## src/sv/assert_macros.svh

```systemverilog
// Assertion helpers used by the RTL controller.
`ifndef ASSERT_MACROS_SVH
`define ASSERT_MACROS_SVH

// Same-cycle implication, checked at every rising edge outside reset.
`define ASSERT_IMP(label, clk, rst, ante, cons) \
   label: assert property (@(posedge clk) disable iff (rst) (ante) |-> (cons)) \
      else $error("same-cycle check failed");

// Next-cycle implication, checked at every rising edge outside reset.
`define ASSERT_NXT(label, clk, rst, ante, cons) \
   label: assert property (@(posedge clk) disable iff (rst) (ante) |=> (cons)) \
      else $error("next-cycle check failed");

`endif

```

## src/sv/esc_pkg.sv

```systemverilog
`timescale 1ns / 1ps

package esc_pkg;

   // Fixed-point format of the complex plane: signed Q7.24 in 32 bits
   localparam int WORD_W = 32;
   localparam int FRAC_W = 24;
   localparam int HALF_W = 12;
   localparam int OPND_W = WORD_W - HALF_W;

   // Pixel mapping: pixel index in Q9.16 minus the screen center
   localparam int PIX_W   = 8;
   localparam int DIFF_W  = 26;
   localparam int STEP_W  = 25;
   localparam int TERM_W  = WORD_W - 8;
   localparam int SPROD_W = DIFF_W + STEP_W + 1;
   // 71.5 * 65536 and 84.5 * 65536
   localparam logic signed [DIFF_W-1:0] X_CENTRE_Q16 = 26'sd4685824;
   localparam logic signed [DIFF_W-1:0] Y_CENTRE_Q16 = 26'sd5537792;

   // Escape when the integer part of |z|^2 is above this
   localparam int ESCAPE_LIMIT = 4;
   localparam logic signed [WORD_W-1:0] ESC_THRESH =
      WORD_W'((ESCAPE_LIMIT + 1) << FRAC_W);

   // Iteration count and color
   localparam int ITER_W = 10;
   localparam int CH_W   = 8;
   localparam logic [CH_W-1:0] CH_MAX = 8'd255;
   localparam int TRI_W  = ITER_W + 2;

   // Color divider: 255 * num / max_iter, two quotient bits per cycle
   localparam int DIV_W      = ITER_W + CH_W;
   localparam int DIV_BPC    = 2;
   localparam int DIV_CYCLES = DIV_W / DIV_BPC;
   localparam int DIV_CNT_W  = $clog2(DIV_CYCLES + 1);

   // Configuration register indexes
   localparam int CSR_IDX_W = 3;
   localparam logic [CSR_IDX_W-1:0] CSR_JULIA_MODE = 3'd0;
   localparam logic [CSR_IDX_W-1:0] CSR_C_REAL     = 3'd1;
   localparam logic [CSR_IDX_W-1:0] CSR_C_IMAG     = 3'd2;
   localparam logic [CSR_IDX_W-1:0] CSR_CENTER_RE  = 3'd3;
   localparam logic [CSR_IDX_W-1:0] CSR_CENTER_IM  = 3'd4;
   localparam logic [CSR_IDX_W-1:0] CSR_PIXEL_STEP = 3'd5;
   localparam logic [CSR_IDX_W-1:0] CSR_MAX_ITER   = 3'd6;

   localparam logic [STEP_W-1:0] PIXEL_STEP_RESET = 25'd435766;
   localparam logic [ITER_W-1:0] MAX_ITER_RESET   = 10'd20;

   typedef struct packed {
      logic [PIX_W-1:0] pixel_x;
      logic [PIX_W-1:0] pixel_y;
   } esc_req_type;

   typedef struct packed {
      logic [CH_W-1:0]   red;
      logic [CH_W-1:0]   green;
      logic [CH_W-1:0]   blue;
      logic              escaped;
      logic [ITER_W-1:0] escape_index;
   } esc_rsp_type;

   // Controller to datapath
   typedef struct packed {
      logic load;      // capture the request
      logic map;       // multiply pixel offsets by the step
      logic init;      // form the point, z0 and c
      logic mul;       // square and cross products of z
      logic step;      // z = z^2 + c
      logic escape;    // record the escape index
      logic color;     // start the gradient dividers
      logic out_load;  // write the result register
   } esc_cmd_type;

   // Datapath to controller
   typedef struct packed {
      logic esc_hit;
      logic iter_done;
      logic div_busy;
   } esc_sts_type;

endpackage

```

## src/sv/esc_ctrl.sv

```systemverilog
`timescale 1ns / 1ps
`include "assert_macros.svh"

// Sequencer for one pixel: map, iterate, color, hand off
module esc_ctrl import esc_pkg::*; (
   input  logic        clock,
   input  logic        reset,
   input  logic        req_valid,
   output logic        req_stall,
   output logic        rsp_valid,
   input  logic        rsp_stall,
   output esc_cmd_type cmd,
   input  esc_sts_type sts
);

   typedef enum logic [2:0] {
      ST_IDLE, ST_MAP, ST_INIT, ST_MUL, ST_ADD, ST_COLOR, ST_WAIT, ST_DONE
   } state_type;

   state_type state_ff, state_in;
   logic      rsp_valid_ff, rsp_valid_in;
   logic      out_free;

   assign out_free  = !rsp_valid_ff || !rsp_stall;
   assign req_stall = (state_ff != ST_IDLE);

   // Next state and commands
   always_comb begin
      state_in     = state_ff;
      cmd          = '0;
      rsp_valid_in = rsp_valid_ff && rsp_stall;
      unique case (state_ff)
         ST_IDLE: begin
            if (req_valid) begin
               cmd.load = 1'b1;
               state_in = ST_MAP;
            end
         end
         ST_MAP: begin
            cmd.map  = 1'b1;
            state_in = ST_INIT;
         end
         ST_INIT: begin
            cmd.init = 1'b1;
            state_in = ST_MUL;
         end
         ST_MUL: begin
            cmd.mul  = 1'b1;
            state_in = ST_ADD;
         end
         ST_ADD: begin
            if (sts.esc_hit) begin
               cmd.escape = 1'b1;
               state_in   = ST_COLOR;
            end else if (sts.iter_done) begin
               state_in = ST_DONE;
            end else begin
               cmd.step = 1'b1;
               state_in = ST_MUL;
            end
         end
         ST_COLOR: begin
            cmd.color = 1'b1;
            state_in  = ST_WAIT;
         end
         ST_WAIT: begin
            if (!sts.div_busy) begin
               state_in = ST_DONE;
            end
         end
         ST_DONE: begin
            if (out_free) begin
               cmd.out_load = 1'b1;
               rsp_valid_in = 1'b1;
               state_in     = ST_IDLE;
            end
         end
         default: state_in = ST_IDLE;
      endcase
   end

   always_ff @(posedge clock) begin
      if (reset) begin
         state_ff     <= ST_IDLE;
         rsp_valid_ff <= 1'b0;
      end else begin
         state_ff     <= state_in;
         rsp_valid_ff <= rsp_valid_in;
      end
   end

   assign rsp_valid = rsp_valid_ff;

   `ASSERT_IMP(a_out_no_overwrite, clock, reset, cmd.out_load, out_free)
   `ASSERT_IMP(a_escape_not_step, clock, reset, cmd.escape, !cmd.step && !cmd.out_load)
   `ASSERT_NXT(a_color_starts_div, clock, reset, cmd.color, sts.div_busy)
   `ASSERT_IMP(a_valid_from_load, clock, reset, $rose(rsp_valid_ff), $past(cmd.out_load))

endmodule

```

## config.mk

```make
export PLATFORM = sky130hd
export DESIGN_NAME = esc_ctrl
export DESIGN_NICKNAME = d
export VERILOG_FILES = /design/src/sv/esc_pkg.sv /design/src/sv/esc_ctrl.sv
export VERILOG_INCLUDE_DIRS = /design/src /design/src/sv
export SDC_FILE = /design/constraint.sdc
export NUM_CORES = 1
export LEC_CHECK = 0
export ABC_CLOCK_PERIOD_IN_PS = 1100
export BUFFER_PORTS_ARGS = -buffer_cell sky130_fd_sc_hd__buf_4
export CAP_MARGIN = 20
export CORE_AREA = 2 2 39 41
export DETAILED_ROUTE_END_ITERATION = 8
export DIE_AREA = 0 0 41 43
export REMOVE_ABC_BUFFERS = 1
export SLEW_MARGIN = 20
export SYNTH_ARGS = -nofsm -noshare
export SYNTH_HDL_FRONTEND = slang
export SYNTH_SLANG_ARGS = --single-unit
```

## constraint.sdc

```tcl
create_clock -name clock -period 1.1 [get_ports clock]
set_input_delay 0.165 -clock clock [delete_from_list [all_inputs] [get_ports clock]]
set_output_delay 0.165 -clock clock [all_outputs]
set_load 0.02 [all_outputs]
```

==> results.toml <==
[status]
status = "finished, violations left"
violations = "setup timing"

[route]
post_drt_wl_per_cell_um = 11.4
vias_per_cell = 4.60
drt-pass1-iter-count = 4
initialDrtViolationCount = 7
vias = 377
wirelength_um = 935
ant_nets = 0
drc = 0

[floorplan]
rows = 14
die_area_sq_mm = 0.00176
die_height_um = 43
num_io_pins = 17
core-area_sq_mm = 0.00138
die_w_um = 41
initial_core_util_pct = 20.3

[cts]
clkTransAtPathRegs_ns = 0.04
clk_path_buf_depth = 2
cts_sinks = 4
cts_tree = "yes"
clock_latency_ns = 0.25
ctsHoldBuffers = 0
h-tree-depth = 1
clock-root-buffer = "clkbuf_4"
cts_buffers = 3

[setup_path]
critPathCaptureType = "output pin"
crit_path_start_kind = "flip-flop"
critPathRequiredTime_ns = 0.94
crit_path_max_fanout = 4
crit_arrival_ns = 1.19
r2r-start = "state_ff[0]"
critPathLaunch = "state_ff[0]"
path_class = "reg2out"
reg2regPathDepth = 6

[grt]
grt_max_degree = 9
grt_pass1_wl_mm = 1.41
overflow = 0
grt_usage_pct = 12.8
antenna_found_initial = 0
grt_pass1_vias = 344

[synthesis]
ys_seq_elements = 4
mappedNetlistArea_sq_um = 280
synth-edff-count = 0
async_flop_share_pct = 0
netlist_instances = 37
post_synth.cell_area_avg_sq_um = 7.57
synth_ff_type = "dfxtp_1"
synth_cell_type_count = 18
yosys_warnings = 0
yosysSeqAreaShare_pct = 28.6

[min_path]
min_from = "reset"
min_path_type = "in2reg"
min_path_cells = 2

[job]
cap_violations = 0

[timing]
max_freq_mhz = 737
worst_slew_pin_slew_ns = 0.328
finalWorstSetupSlack_ns = -0.256
clock_skew_ns = 0.00835
grt_setup_unrepaired = "yes"
whs_ns = 0.110
finalHoldViolCount = 0
finalCriticalPeriod_ns = 1.36
setup-violations-final = 10
fin_crit_sh_pct = 123
relSlewSlack_pct = 78.0
tns_ns = -1.48
slew_viol_final = 0

[placed_design]
port_buffers = 16
gp_congestion = 0.787
post-place-ws_ns = -0.0361
place_area_sq_um = 462

[pwr]
power.density_mw_per_mm2 = 920
total_leakage_power_uw = 0.000271
ir_worst_vdd_uv = 432

[final_layout]
layout-drive-gt1-share_pct = 72.7
multi_input_area_sq_um = 215
seq_area_sq_um = 88.8
area_delta_synth_final_pct = 115
design_area_sq_um = 602
nFillCells = 142
finalNetCount = 75
n_antenna_cell = 0
flip-flops by register name, indices dropped and copies added (netlist names):
name,count
rsp_valid,1
state_ff,3
what timing repair did:
item / CTS / global route
pin swaps: 3 / 3
resized for setup: 17 / 8
setup buffers: 4 / 0
endpoints found under the setup margin: 10 / 11
layer usage:
layer,wire (um),track usage [%],part of all wire (%),vias to the layer above
li1,-,-,-,191
met1,383,13.9,41,173
met2,471,18.8,50,11
met3,73,6.28,7.8,2
met4,7,8.00,0.75,0
met5,0,0,0,-
layout by cell type, fill, tap and decap left out:
cell,count
buf_4,20
buf_6,9
nor2_1,4
a21oi_1,3
clkbuf_4,3
nand2_2,2
nor2_4,2
nor3b_2,2
nand2_1,2
nor3_1,2
dfxtp_4,2
or3_4,1
and3_2,1
nand3_1,1
a21oi_2,1
nor3_2,1
inv_1,1
a2bb2oi_1,1
xnor2_1,1
a211oi_2,1
and4_2,1
a31oi_1,1
nor4_1,1
nor4_2,1
dfxtp_1,1
dfxtp_2,1
final timing paths:
path	slack, ns	end
worst max-delay path	-0.26	cmd[7]
worst min-delay path	0.11	state_ff[1]
worst max register to register	-0.12	state_ff[2]
worst min register to register	0.53	rsp_valid
cell families after synthesis:
family,after synthesis,share of synthesized area [%]
buf+inv,4,10.7
flops,4,28.6
simple gates,21,40.6
xor+xnor,1,3.13
compound gates,7,17.0
synth_stat cells (2+ instances only):
library cell	number	area, sq um
buf_4	2	15.0
a21oi_1	4	20.0
nor3b_1	2	15.0
nand2_1	4	15.0
nor3_1	3	15.0
dfxtp_1	4	80.1
nor4_1	2	12.5
nor2_1	6	22.5
metrics by stage:
step           util [%]  power, uW  cells
6_report           43.5        554     82
3_3_place_gp       33.4        321     75
2_1_floorplan         -        237     34
3_5_place_dp       33.4        322     75
4_1_cts            41.2        538     82
5_1_grt            43.5        580     82
final cells by class:
class	instances	share of cell area (%)
flip-flops and latches	4	14.8
clock buffers	3	3.74
repair buffers	29	41.8
multi-input cells	29	35.8
well taps	16	3.33
inverters	1	0.624
critical path, stage by stage (launching register included):
cell and delay, ns:
dfxtp_4 0.35, or3_4 0.39, nor2_4 0.09, buf_6 0.12
power breakdown:
| part | switching, uW | internal (uW) | total, uW |
|---|---|---|---|
| Clock | 70.7 | 123 | 193 |
| Sequential | 10.9 | 153 | 163 |
| Combinational | 88.8 | 108 | 197 |
| Total | 170 | 383 | 554 |
No activity file was read; power rests on OpenSTA's default activity.
