**src/sv/assert_macros.svh**
```systemverilog
// Assertion helpers used by the RTL controller.
`ifndef ASSERT_MACROS_SVH
`define ASSERT_MACROS_SVH

// Same-cycle implication, checked at every rising edge outside reset.
`define ASSERT_IMP(label, clk, rst, ante, cons) \
   label: assert property (@(posedge clk) disable iff (rst) (ante) |-> (cons)) \
      else $error("same-cycle check failed");

// Next-cycle implication, checked at every rising edge outside reset.
`define ASSERT_NXT(label, clk, rst, ante, cons) \
   label: assert property (@(posedge clk) disable iff (rst) (ante) |=> (cons)) \
      else $error("next-cycle check failed");

`endif

```
**src/sv/esc_pkg.sv**
```systemverilog
`timescale 1ns / 1ps

package esc_pkg;

   // Fixed-point format of the complex plane: signed Q7.24 in 32 bits
   localparam int WORD_W = 32;
   localparam int FRAC_W = 24;
   localparam int HALF_W = 12;
   localparam int OPND_W = WORD_W - HALF_W;

   // Pixel mapping: pixel index in Q9.16 minus the screen center
   localparam int PIX_W   = 8;
   localparam int DIFF_W  = 26;
   localparam int STEP_W  = 25;
   localparam int TERM_W  = WORD_W - 8;
   localparam int SPROD_W = DIFF_W + STEP_W + 1;
   // 71.5 * 65536 and 84.5 * 65536
   localparam logic signed [DIFF_W-1:0] X_CENTRE_Q16 = 26'sd4685824;
   localparam logic signed [DIFF_W-1:0] Y_CENTRE_Q16 = 26'sd5537792;

   // Escape when the integer part of |z|^2 is above this
   localparam int ESCAPE_LIMIT = 4;
   localparam logic signed [WORD_W-1:0] ESC_THRESH =
      WORD_W'((ESCAPE_LIMIT + 1) << FRAC_W);

   // Iteration count and color
   localparam int ITER_W = 10;
   localparam int CH_W   = 8;
   localparam logic [CH_W-1:0] CH_MAX = 8'd255;
   localparam int TRI_W  = ITER_W + 2;

   // Color divider: 255 * num / max_iter, two quotient bits per cycle
   localparam int DIV_W      = ITER_W + CH_W;
   localparam int DIV_BPC    = 2;
   localparam int DIV_CYCLES = DIV_W / DIV_BPC;
   localparam int DIV_CNT_W  = $clog2(DIV_CYCLES + 1);

   // Configuration register indexes
   localparam int CSR_IDX_W = 3;
   localparam logic [CSR_IDX_W-1:0] CSR_JULIA_MODE = 3'd0;
   localparam logic [CSR_IDX_W-1:0] CSR_C_REAL     = 3'd1;
   localparam logic [CSR_IDX_W-1:0] CSR_C_IMAG     = 3'd2;
   localparam logic [CSR_IDX_W-1:0] CSR_CENTER_RE  = 3'd3;
   localparam logic [CSR_IDX_W-1:0] CSR_CENTER_IM  = 3'd4;
   localparam logic [CSR_IDX_W-1:0] CSR_PIXEL_STEP = 3'd5;
   localparam logic [CSR_IDX_W-1:0] CSR_MAX_ITER   = 3'd6;

   localparam logic [STEP_W-1:0] PIXEL_STEP_RESET = 25'd435766;
   localparam logic [ITER_W-1:0] MAX_ITER_RESET   = 10'd20;

   typedef struct packed {
      logic [PIX_W-1:0] pixel_x;
      logic [PIX_W-1:0] pixel_y;
   } esc_req_type;

   typedef struct packed {
      logic [CH_W-1:0]   red;
      logic [CH_W-1:0]   green;
      logic [CH_W-1:0]   blue;
      logic              escaped;
      logic [ITER_W-1:0] escape_index;
   } esc_rsp_type;

   // Controller to datapath
   typedef struct packed {
      logic load;      // capture the request
      logic map;       // multiply pixel offsets by the step
      logic init;      // form the point, z0 and c
      logic mul;       // square and cross products of z
      logic step;      // z = z^2 + c
      logic escape;    // record the escape index
      logic color;     // start the gradient dividers
      logic out_load;  // write the result register
   } esc_cmd_type;

   // Datapath to controller
   typedef struct packed {
      logic esc_hit;
      logic iter_done;
      logic div_busy;
   } esc_sts_type;

endpackage

```
**src/sv/esc_div.sv**
```systemverilog
`timescale 1ns / 1ps

// Restoring divider, DIV_BPC quotient bits per cycle
module esc_div import esc_pkg::*; (
   input  logic              clock,
   input  logic              reset,
   input  logic              start,
   input  logic [DIV_W-1:0]  dividend,
   input  logic [ITER_W-1:0] divisor,
   output logic              busy,
   output logic [DIV_W-1:0]  quotient
);

   logic [ITER_W-1:0]    rem_ff, rem_in;
   logic [DIV_W-1:0]     quo_ff, quo_in;
   logic [ITER_W-1:0]    dsr_ff;
   logic [DIV_CNT_W-1:0] cnt_ff, cnt_in;
   logic                 busy_ff, busy_in;

   // Quotient bits of this cycle
   always_comb begin
      logic [ITER_W:0] trial;
      logic [ITER_W-1:0] rem_v;
      logic [DIV_W-1:0] quo_v;
      rem_v = rem_ff;
      quo_v = quo_ff;
      for (int k = 0; k < DIV_BPC; k++) begin
         trial = {rem_v, quo_v[DIV_W-1]};
         if (trial >= {1'b0, dsr_ff}) begin
            trial = trial - {1'b0, dsr_ff};
            quo_v = {quo_v[DIV_W-2:0], 1'b1};
         end else begin
            quo_v = {quo_v[DIV_W-2:0], 1'b0};
         end
         rem_v = trial[ITER_W-1:0];
      end
      rem_in  = rem_v;
      quo_in  = quo_v;
      cnt_in  = cnt_ff + 1'b1;
      busy_in = (cnt_ff != DIV_CNT_W'(DIV_CYCLES - 1));
   end

   always_ff @(posedge clock) begin
      if (reset) begin
         busy_ff <= 1'b0;
      end else if (start) begin
         busy_ff <= 1'b1;
      end else if (busy_ff) begin
         busy_ff <= busy_in;
      end
   end

   always_ff @(posedge clock) begin
      if (start) begin
         rem_ff <= '0;
         quo_ff <= dividend;
         dsr_ff <= divisor;
         cnt_ff <= '0;
      end else if (busy_ff) begin
         rem_ff <= rem_in;
         quo_ff <= quo_in;
         cnt_ff <= cnt_in;
      end
   end

   assign busy     = busy_ff;
   assign quotient = quo_ff;

endmodule

```
**src/sv/esc_dp.sv**
```systemverilog
`timescale 1ns / 1ps

// Datapath: config registers, pixel mapping, z iteration, gradient, result
module esc_dp import esc_pkg::*; (
   input  logic                 clock,
   input  logic                 reset,
   input  esc_cmd_type          cmd,
   output esc_sts_type          sts,
   input  esc_req_type          req_data,
   output esc_rsp_type          rsp_data,
   input  logic                 csr_we,
   input  logic [CSR_IDX_W-1:0] csr_index,
   input  logic [WORD_W-1:0]    csr_wdata
);

   typedef enum logic [1:0] {SEG_LOW, SEG_MID, SEG_HIGH} seg_type;

   logic                julia_mode_ff;
   logic [WORD_W-1:0]   c_real_ff, c_imag_ff, center_re_ff, center_im_ff;
   logic [STEP_W-1:0]   pixel_step_ff;
   logic [ITER_W-1:0]   max_iter_ff;

   logic [PIX_W-1:0]    px_ff, py_ff;
   logic [TERM_W-1:0]   termx_ff, termy_ff, termx_in, termy_in;
   logic [WORD_W-1:0]   zr_ff, zi_ff, cr_ff, chalf_ff;
   logic [WORD_W-1:0]   zr_in, zi_in, cr_in, chalf_in, zr0, zi0;
   logic [WORD_W-1:0]   rr_ff, ii_ff, ri_ff, rr_in, ii_in, ri_in;
   logic [ITER_W-1:0]   count_ff;
   logic                esc_ff;
   logic [ITER_W-1:0]   idx_ff;
   seg_type             seg_ff, seg_in;
   logic [DIV_W-1:0]    div_a, div_b, quo_a, quo_b;
   logic                busy_a, busy_b;
   esc_rsp_type         rsp_ff, rsp_in;

   // Configuration writes; unknown indexes are ignored
   always_ff @(posedge clock) begin
      if (reset) begin
         julia_mode_ff <= 1'b0;
         c_real_ff     <= '0;
         c_imag_ff     <= '0;
         center_re_ff  <= '0;
         center_im_ff  <= '0;
         pixel_step_ff <= PIXEL_STEP_RESET;
         max_iter_ff   <= MAX_ITER_RESET;
      end else if (csr_we) begin
         unique case (csr_index)
            CSR_JULIA_MODE: julia_mode_ff <= csr_wdata[0];
            CSR_C_REAL:     c_real_ff     <= csr_wdata;
            CSR_C_IMAG:     c_imag_ff     <= csr_wdata;
            CSR_CENTER_RE:  center_re_ff  <= csr_wdata;
            CSR_CENTER_IM:  center_im_ff  <= csr_wdata;
            CSR_PIXEL_STEP: pixel_step_ff <= csr_wdata[STEP_W-1:0];
            CSR_MAX_ITER:   max_iter_ff   <= csr_wdata[ITER_W-1:0];
            default: ;
         endcase
      end
   end

   // Pixel offset from the screen center times the step, keep t[23:0] of t = p >>> 24
   always_comb begin
      logic signed [DIFF_W-1:0]  dx, dy, step_s;
      logic signed [SPROD_W-1:0] px_prod, py_prod;
      dx      = $signed({2'b00, px_ff, 16'h0000}) - X_CENTRE_Q16;
      dy      = $signed({2'b00, py_ff, 16'h0000}) - Y_CENTRE_Q16;
      step_s  = $signed({1'b0, pixel_step_ff});
      px_prod = dx * step_s;
      py_prod = dy * step_s;
      termx_in = px_prod[FRAC_W +: TERM_W];
      termy_in = py_prod[FRAC_W +: TERM_W];
   end

   // Point, start value and constant by mode
   always_comb begin
      logic [WORD_W-1:0] pre, pim, ci;
      pre = center_re_ff + {termx_ff, 8'h00};
      pim = center_im_ff - {termy_ff, 8'h00};
      if (julia_mode_ff) begin
         zr0   = pre;
         zi0   = pim;
         cr_in = c_real_ff;
         ci    = c_imag_ff;
      end else begin
         zr0   = '0;
         zi0   = '0;
         cr_in = pre;
         ci    = pim;
      end
      chalf_in = {ci[WORD_W-1], ci[WORD_W-1:1]};
   end

   // Products on operands truncated by 12 bits
   always_comb begin
      logic signed [OPND_W-1:0]   ar, ai;
      logic signed [2*OPND_W-1:0] prr, pii, pri;
      ar    = $signed(zr_ff[WORD_W-1:HALF_W]);
      ai    = $signed(zi_ff[WORD_W-1:HALF_W]);
      prr   = ar * ar;
      pii   = ai * ai;
      pri   = ar * ai;
      rr_in = prr[WORD_W-1:0];
      ii_in = pii[WORD_W-1:0];
      ri_in = pri[WORD_W-1:0];
   end

   // Next z from the registered products
   always_comb begin
      logic [WORD_W-1:0] sum_i;
      sum_i = ri_ff + chalf_ff;
      zr_in = rr_ff - ii_ff + cr_ff;
      zi_in = {sum_i[WORD_W-2:0], 1'b0};
   end

   // Iteration registers
   always_ff @(posedge clock) begin
      if (cmd.load) begin
         px_ff <= req_data.pixel_x;
         py_ff <= req_data.pixel_y;
      end
      if (cmd.map) begin
         termx_ff <= termx_in;
         termy_ff <= termy_in;
      end
      if (cmd.init) begin
         zr_ff    <= zr0;
         zi_ff    <= zi0;
         cr_ff    <= cr_in;
         chalf_ff <= chalf_in;
         count_ff <= '0;
         esc_ff   <= 1'b0;
      end else if (cmd.step) begin
         zr_ff    <= zr_in;
         zi_ff    <= zi_in;
         count_ff <= count_ff + 1'b1;
      end
      if (cmd.mul) begin
         rr_ff <= rr_in;
         ii_ff <= ii_in;
         ri_ff <= ri_in;
      end
      if (cmd.escape) begin
         esc_ff <= 1'b1;
         idx_ff <= count_ff - 1'b1;
      end
   end

   // The products of z after count iterations double as its escape test
   always_comb begin
      logic signed [WORD_W-1:0] mag;
      mag           = $signed(rr_ff + ii_ff);
      sts.esc_hit   = (count_ff != '0) && (mag >= ESC_THRESH);
      sts.iter_done = (count_ff == max_iter_ff);
      sts.div_busy  = busy_a || busy_b;
   end

   // Gradient segment and ramp numerators from 3 * index
   always_comb begin
      logic [TRI_W-1:0] t3, q1, q2, q3, na, nb;
      t3 = {2'b00, idx_ff} + {1'b0, idx_ff, 1'b0};
      q1 = {2'b00, max_iter_ff};
      q2 = {1'b0, max_iter_ff, 1'b0};
      q3 = q1 + q2;
      if (t3 < q1) begin
         seg_in = SEG_LOW;
         na     = q1 - t3;
         nb     = '0;
      end else if (t3 < q2) begin
         seg_in = SEG_MID;
         na     = t3 - q1;
         nb     = q2 - t3;
      end else begin
         seg_in = SEG_HIGH;
         na     = t3 - q2;
         nb     = q3 - t3;
      end
      // 255 * n = 256 * n - n
      div_a = {na[ITER_W-1:0], 8'h00} - {8'h00, na[ITER_W-1:0]};
      div_b = {nb[ITER_W-1:0], 8'h00} - {8'h00, nb[ITER_W-1:0]};
   end

   always_ff @(posedge clock) begin
      if (cmd.color) begin
         seg_ff <= seg_in;
      end
   end

   esc_div u_div_a (
      .clock    (clock),
      .reset    (reset),
      .start    (cmd.color),
      .dividend (div_a),
      .divisor  (max_iter_ff),
      .busy     (busy_a),
      .quotient (quo_a)
   );

   esc_div u_div_b (
      .clock    (clock),
      .reset    (reset),
      .start    (cmd.color),
      .dividend (div_b),
      .divisor  (max_iter_ff),
      .busy     (busy_b),
      .quotient (quo_b)
   );

   // Result assembly; a point that stays bounded is black
   always_comb begin
      rsp_in = '0;
      if (esc_ff) begin
         rsp_in.escaped      = 1'b1;
         rsp_in.escape_index = idx_ff;
         case (seg_ff)
            SEG_LOW: begin
               rsp_in.red   = quo_a[CH_W-1:0];
               rsp_in.green = CH_MAX;
               rsp_in.blue  = CH_MAX;
            end
            SEG_MID: begin
               rsp_in.red   = quo_a[CH_W-1:0];
               rsp_in.green = quo_b[CH_W-1:0];
               rsp_in.blue  = CH_MAX;
            end
            default: begin
               rsp_in.red   = CH_MAX;
               rsp_in.green = quo_a[CH_W-1:0];
               rsp_in.blue  = quo_b[CH_W-1:0];
            end
         endcase
      end
   end

   always_ff @(posedge clock) begin
      if (cmd.out_load) begin
         rsp_ff <= rsp_in;
      end
   end

   assign rsp_data = rsp_ff;

endmodule

```
**config.mk**
```make
export PLATFORM = sky130hd
export DESIGN_NAME = esc_dp
export DESIGN_NICKNAME = d
export VERILOG_FILES = /design/src/sv/assert_macros.svh /design/src/sv/esc_pkg.sv /design/src/sv/esc_div.sv /design/src/sv/esc_dp.sv
export SDC_FILE = /design/constraint.sdc
export NUM_CORES = 2
export LEC_CHECK = 0
export ABC_AREA = 1
export ABC_CLOCK_PERIOD_IN_PS = 16800
export BUFFER_PORTS_ARGS = -buffer_cell sky130_fd_sc_hd__buf_2
export CELL_PAD_IN_SITES_DETAIL_PLACEMENT = 1
export CELL_PAD_IN_SITES_GLOBAL_PLACEMENT = 2
export CORE_ASPECT_RATIO = 0.5
export CORE_MARGIN = 8
export CORE_UTILIZATION = 45
export CTS_BUF_LIST = sky130_fd_sc_hd__clkbuf_16
export DETAILED_ROUTE_END_ITERATION = 8
export PLACE_DENSITY = 0.9
export SETUP_SLACK_MARGIN = 0.05
export SYNTH_ARGS = -nofsm -noshare
export SYNTH_HDL_FRONTEND = slang
export SYNTH_SLANG_ARGS = --single-unit
```
**constraint.sdc**
```tcl
create_clock -name clock -period 16.8 [get_ports clock]
set_input_delay 0.84 -clock clock [delete_from_list [all_inputs] [get_ports clock]]
set_output_delay 0.84 -clock clock [all_outputs]
set_load 0.01 [all_outputs]
```
==> summary.md <==
| Metric | Value |
|---|---|
| Status | `complete, no violations` |
| Final Hold Vio Count | `0` |
| IO buf count | `slightly below 100` |
| Top post-synthesis cells by area | `fa_1 33%, edfxtp_1 13%, ha_1 12%` |
| Grt ovf | `0` |
| Largest net degree at the start of global routing | `between 60 and 70` |
| Reg2reg start | `py_ff[0]` |
| Core outline area | `about 180000 um2` |
| Clock Latency Late Sink | `about 0.76 ns` |
| Most frequent cell after synthesis | `inv_1` |
| Worst Path Max Fanout | `23` |
| Hold depth | `1` |
| WP data arrival | `between 9 and 10 ns` |
| Worst path max stage delay | `about 0.64 ns` |
| Reg-to-Reg End | `termy_ff[20]` |
| Unrepaired setup endpoints after global routing | `no` |
| Share of layout cells above drive strength 1 | `between 4 and 5%` |
| Via count of the first global-routing pass | `72300` |
| # IOs | `100` |
| Reg2reg setup slack | `~8 ns` |
| Die H | `between 300 and 400 um` |
| Endpoints failing setup | `0` |
| Clock slew at reported path FFs | `0.06 ns` |
| Root Driver | `clkbuf_16` |
| Resized cells post-CTS | `0` |
| CP Launch Type | `flip-flop` |
| EDFF count, synth | `353` |
| Setup Skew | `~0.095 ns` |
| Placer congestion estimate | `between 0.9 and 1` |
| Nets | `roughly 12000` |
| Yosys reg bits | `about 560` |
| Initial antenna violation count | `11` |
| DR DRC count | `0` |
| Most frequent CP cell | `fa_1` |
| First-pass GRT wire length | `~430 mm` |
| Max Slew Vio Count | `0` |
| Post-Synthesis Cells | `approximately 9800` |
| Slew Limit Headroom | `23.9%` |
| Setup TNS | `0 ns` |
| Antenna violation net count after detailed routing | `0` |
| Average wire per standard cell | `~22 um` |
| Tcrit/Tclk final | `about 52%` |
| Die Width | `~620 um` |
| Hold Path Class | `input port to flip-flop` |
| Post-synth ARST share | `0%` |
| Required time of the critical path | `~17 ns` |
| CP Class | `flip-flop to flip-flop` |
| GRT Total Usage | `between 20% and 30%` |
| Max H-tree Level | `2` |
| Post-synth cell types | `67` |
| Slew @ Worst Pin | `around 1.1 ns` |
| Area added between synthesis and finish | `6.17%` |
| Starting Density | `approximately 45%` |
| Synth area leader | `fa_1` |
| Placement Setup Slack | `around 8.1 ns` |
| Hold path endpoint | `py_ff[3]` |
| Setup ws final | `slightly above 8 ns` |
| Postcts setup bufs | `0` |
| Avg Synthesized Cell Area | `8.50 um2` |
| WL final | `275 mm` |
| Register area share after synthesis | `between 10% and 20%` |
| Clk sinks | `between 500 and 600` |
| First-iteration detailed-routing DRC count | `roughly 4000` |
| Cells after DPL | `12200` |
| R2r worst-path depth | `30` |
| Final Critical Period | `between 8 and 9 ns` |
| Post-synth top area share | `around a third` |
| Via/cell ratio | `roughly 5.3` |
| Number of core rows | `around 110` |
| Post-DP HPWL | `220 mm` |
| Crit. End Element | `flip-flop` |
| Syn Std Cell Area | `83200 um2` |
| DRT Pass-1 Iters | `5` |
| CTS tree | `built` |
| Synthesis Warnings | `0` |
| FMAX | `between 100 and 150 MHz` |
| Clock Path Buffers | `3` |
| Die footprint | `200000 um2` |
| Hold_buf cts | `0` |
| CTS Buf Count | `58` |
| Via count of the routed design | `65200` |
| Max Cap Violations | `0` |
| Top_reg_cell synth | `edfxtp_1` |
| Hold Startpoint | `req_data[3]` |
| Top cells by count, synth | `2363 x inv_1, 1819 x nand2_1, 1352 x fa_1` |
| Critical path's slowest cell | `inv_1` |
| Finished Layout Cells | `around 12000` |
[registers in the layout, indices dropped and copies added, names as in the netlist, 18 cells and up]
register / cells
zr_ff: 20
termx_ff: 24
zi_ff: 20
ri_ff: 31
c_real_ff: 32
u_div_b.quotient: 18
termy_ff: 24
cr_ff: 32
center_im_ff: 31
rr_ff: 31
chalf_ff: 31
c_imag_ff: 31
center_re_ff: 32
ii_ff: 31
u_div_a.quotient: 18
pixel_step_ff: 25
rsp_data: 35
[area by class of cell]
class,instances,area (um2)
Timing Repair Buffer,197,1240
Multi-Input combinational cell,6524,58300
Fill cell,22000,95100
Sequential cell,556,14700
Clock buffer,61,1530
Inverter,2393,8980
Tap cell,2486,3110
Clock inverter,48,503
Antenna cell,2,5.00
[worst max-delay path by stage]
| stage | startpoint | end | slack (ns) | cells past startpoint |
|---|---|---|---|---|
| 4_1_cts | py_ff[0] | termy_ff[20] | 8.11 | 30 |
| 3_3_place_gp | py_ff[0] | termy_ff[20] | 8.31 | 30 |
| 3_5_place_dp | py_ff[0] | termy_ff[20] | 8.12 | 30 |
| 5_1_grt | py_ff[0] | termy_ff[16] | 7.52 | 29 |
| 6_report | py_ff[0] | termy_ff[20] | 8.06 | 30 |
| 2_1_floorplan | py_ff[0] | termy_ff[20] | 9.67 | 31 |
[cells in the final DEF, fill, tap and decap left out, types with 27 or more instances in the layout]
| cell type | netlist | final |
|---|---|---|
| a21o_1 | 27 | 27 |
| buf_2 | 12 | 97 |
| ha_1 | 792 | 792 |
| fa_1 | 1352 | 1352 |
| nor3_1 | 58 | 58 |
| clkbuf_16 | 0 | 61 |
| xnor2_1 | 133 | 133 |
| xor2_1 | 225 | 225 |
| o21ai_0 | 418 | 418 |
| nand3_1 | 177 | 176 |
| nor2_1 | 631 | 628 |
| a21oi_1 | 494 | 494 |
| o21ai_1 | 27 | 27 |
| buf_4 | 1 | 100 |
| inv_1 | 2363 | 2370 |
| nand4_1 | 45 | 45 |
| o211ai_1 | 37 | 37 |
| or2_2 | 35 | 35 |
| dfxtp_1 | 203 | 202 |
| nand2_1 | 1819 | 1818 |
| clkinv_1 | 23 | 28 |
| edfxtp_1 | 353 | 353 |
[kinds of logic after synthesis]
logic type      Yosys count  synth area share, %
simple gates           2857                 14.1
buf+inv                2712                 12.3
fa+ha+maj              2144                 44.4
compound gates         1162                 7.71
flops                   556                 17.6
xor+xnor                358                 3.77
other cells               1              0.00451
mux                       1               0.0120
[per-layer routing]
metal | wire [um] | vias to the layer above | GRT usage [%] | part of all wire [%]
met1 | 114000 | 33400 | 35.0 | 42
met3 | 16500 | 509 | 4.54 | 6.0
li1 | - | 29600 | - | -
met2 | 132000 | 1664 | 47.2 | 48
met5 | 34 | - | 0 | 0.012
met4 | 12300 | 6 | 10.3 | 4.5
[stage by stage]
stage | cell area [um2] | hold slack (ns) | util [%]
5_1_grt | 88400 | 0.240 | 48.2
3_3_place_gp | 86300 | 0.436 | 47.0
3_5_place_dp | 86300 | 0.443 | 47.0
2_1_floorplan | 83200 | 0.422 | -
4_1_cts | 88300 | 0.220 | 48.2
6_report | 88400 | 0.270 | 48.2
[worst max-delay path, delay by kind of cell, from the launching register on]
| kind | cells | cell delay, ns |
|---|---|---|
| buffers and inverters | 5 | 1.23 |
| flip-flops | 1 | 0.43 |
| AO/OA/AOI/OAI | 9 | 1.62 |
| adder cells (fa/ha/maj) | 8 | 3.49 |
| AND/OR/NAND/NOR | 7 | 1.55 |
| XOR/XNOR | 1 | 0.15 |
Power is not shown: default switching activity piles up to over one toggle a cycle in this logic, so the estimate is an artifact.
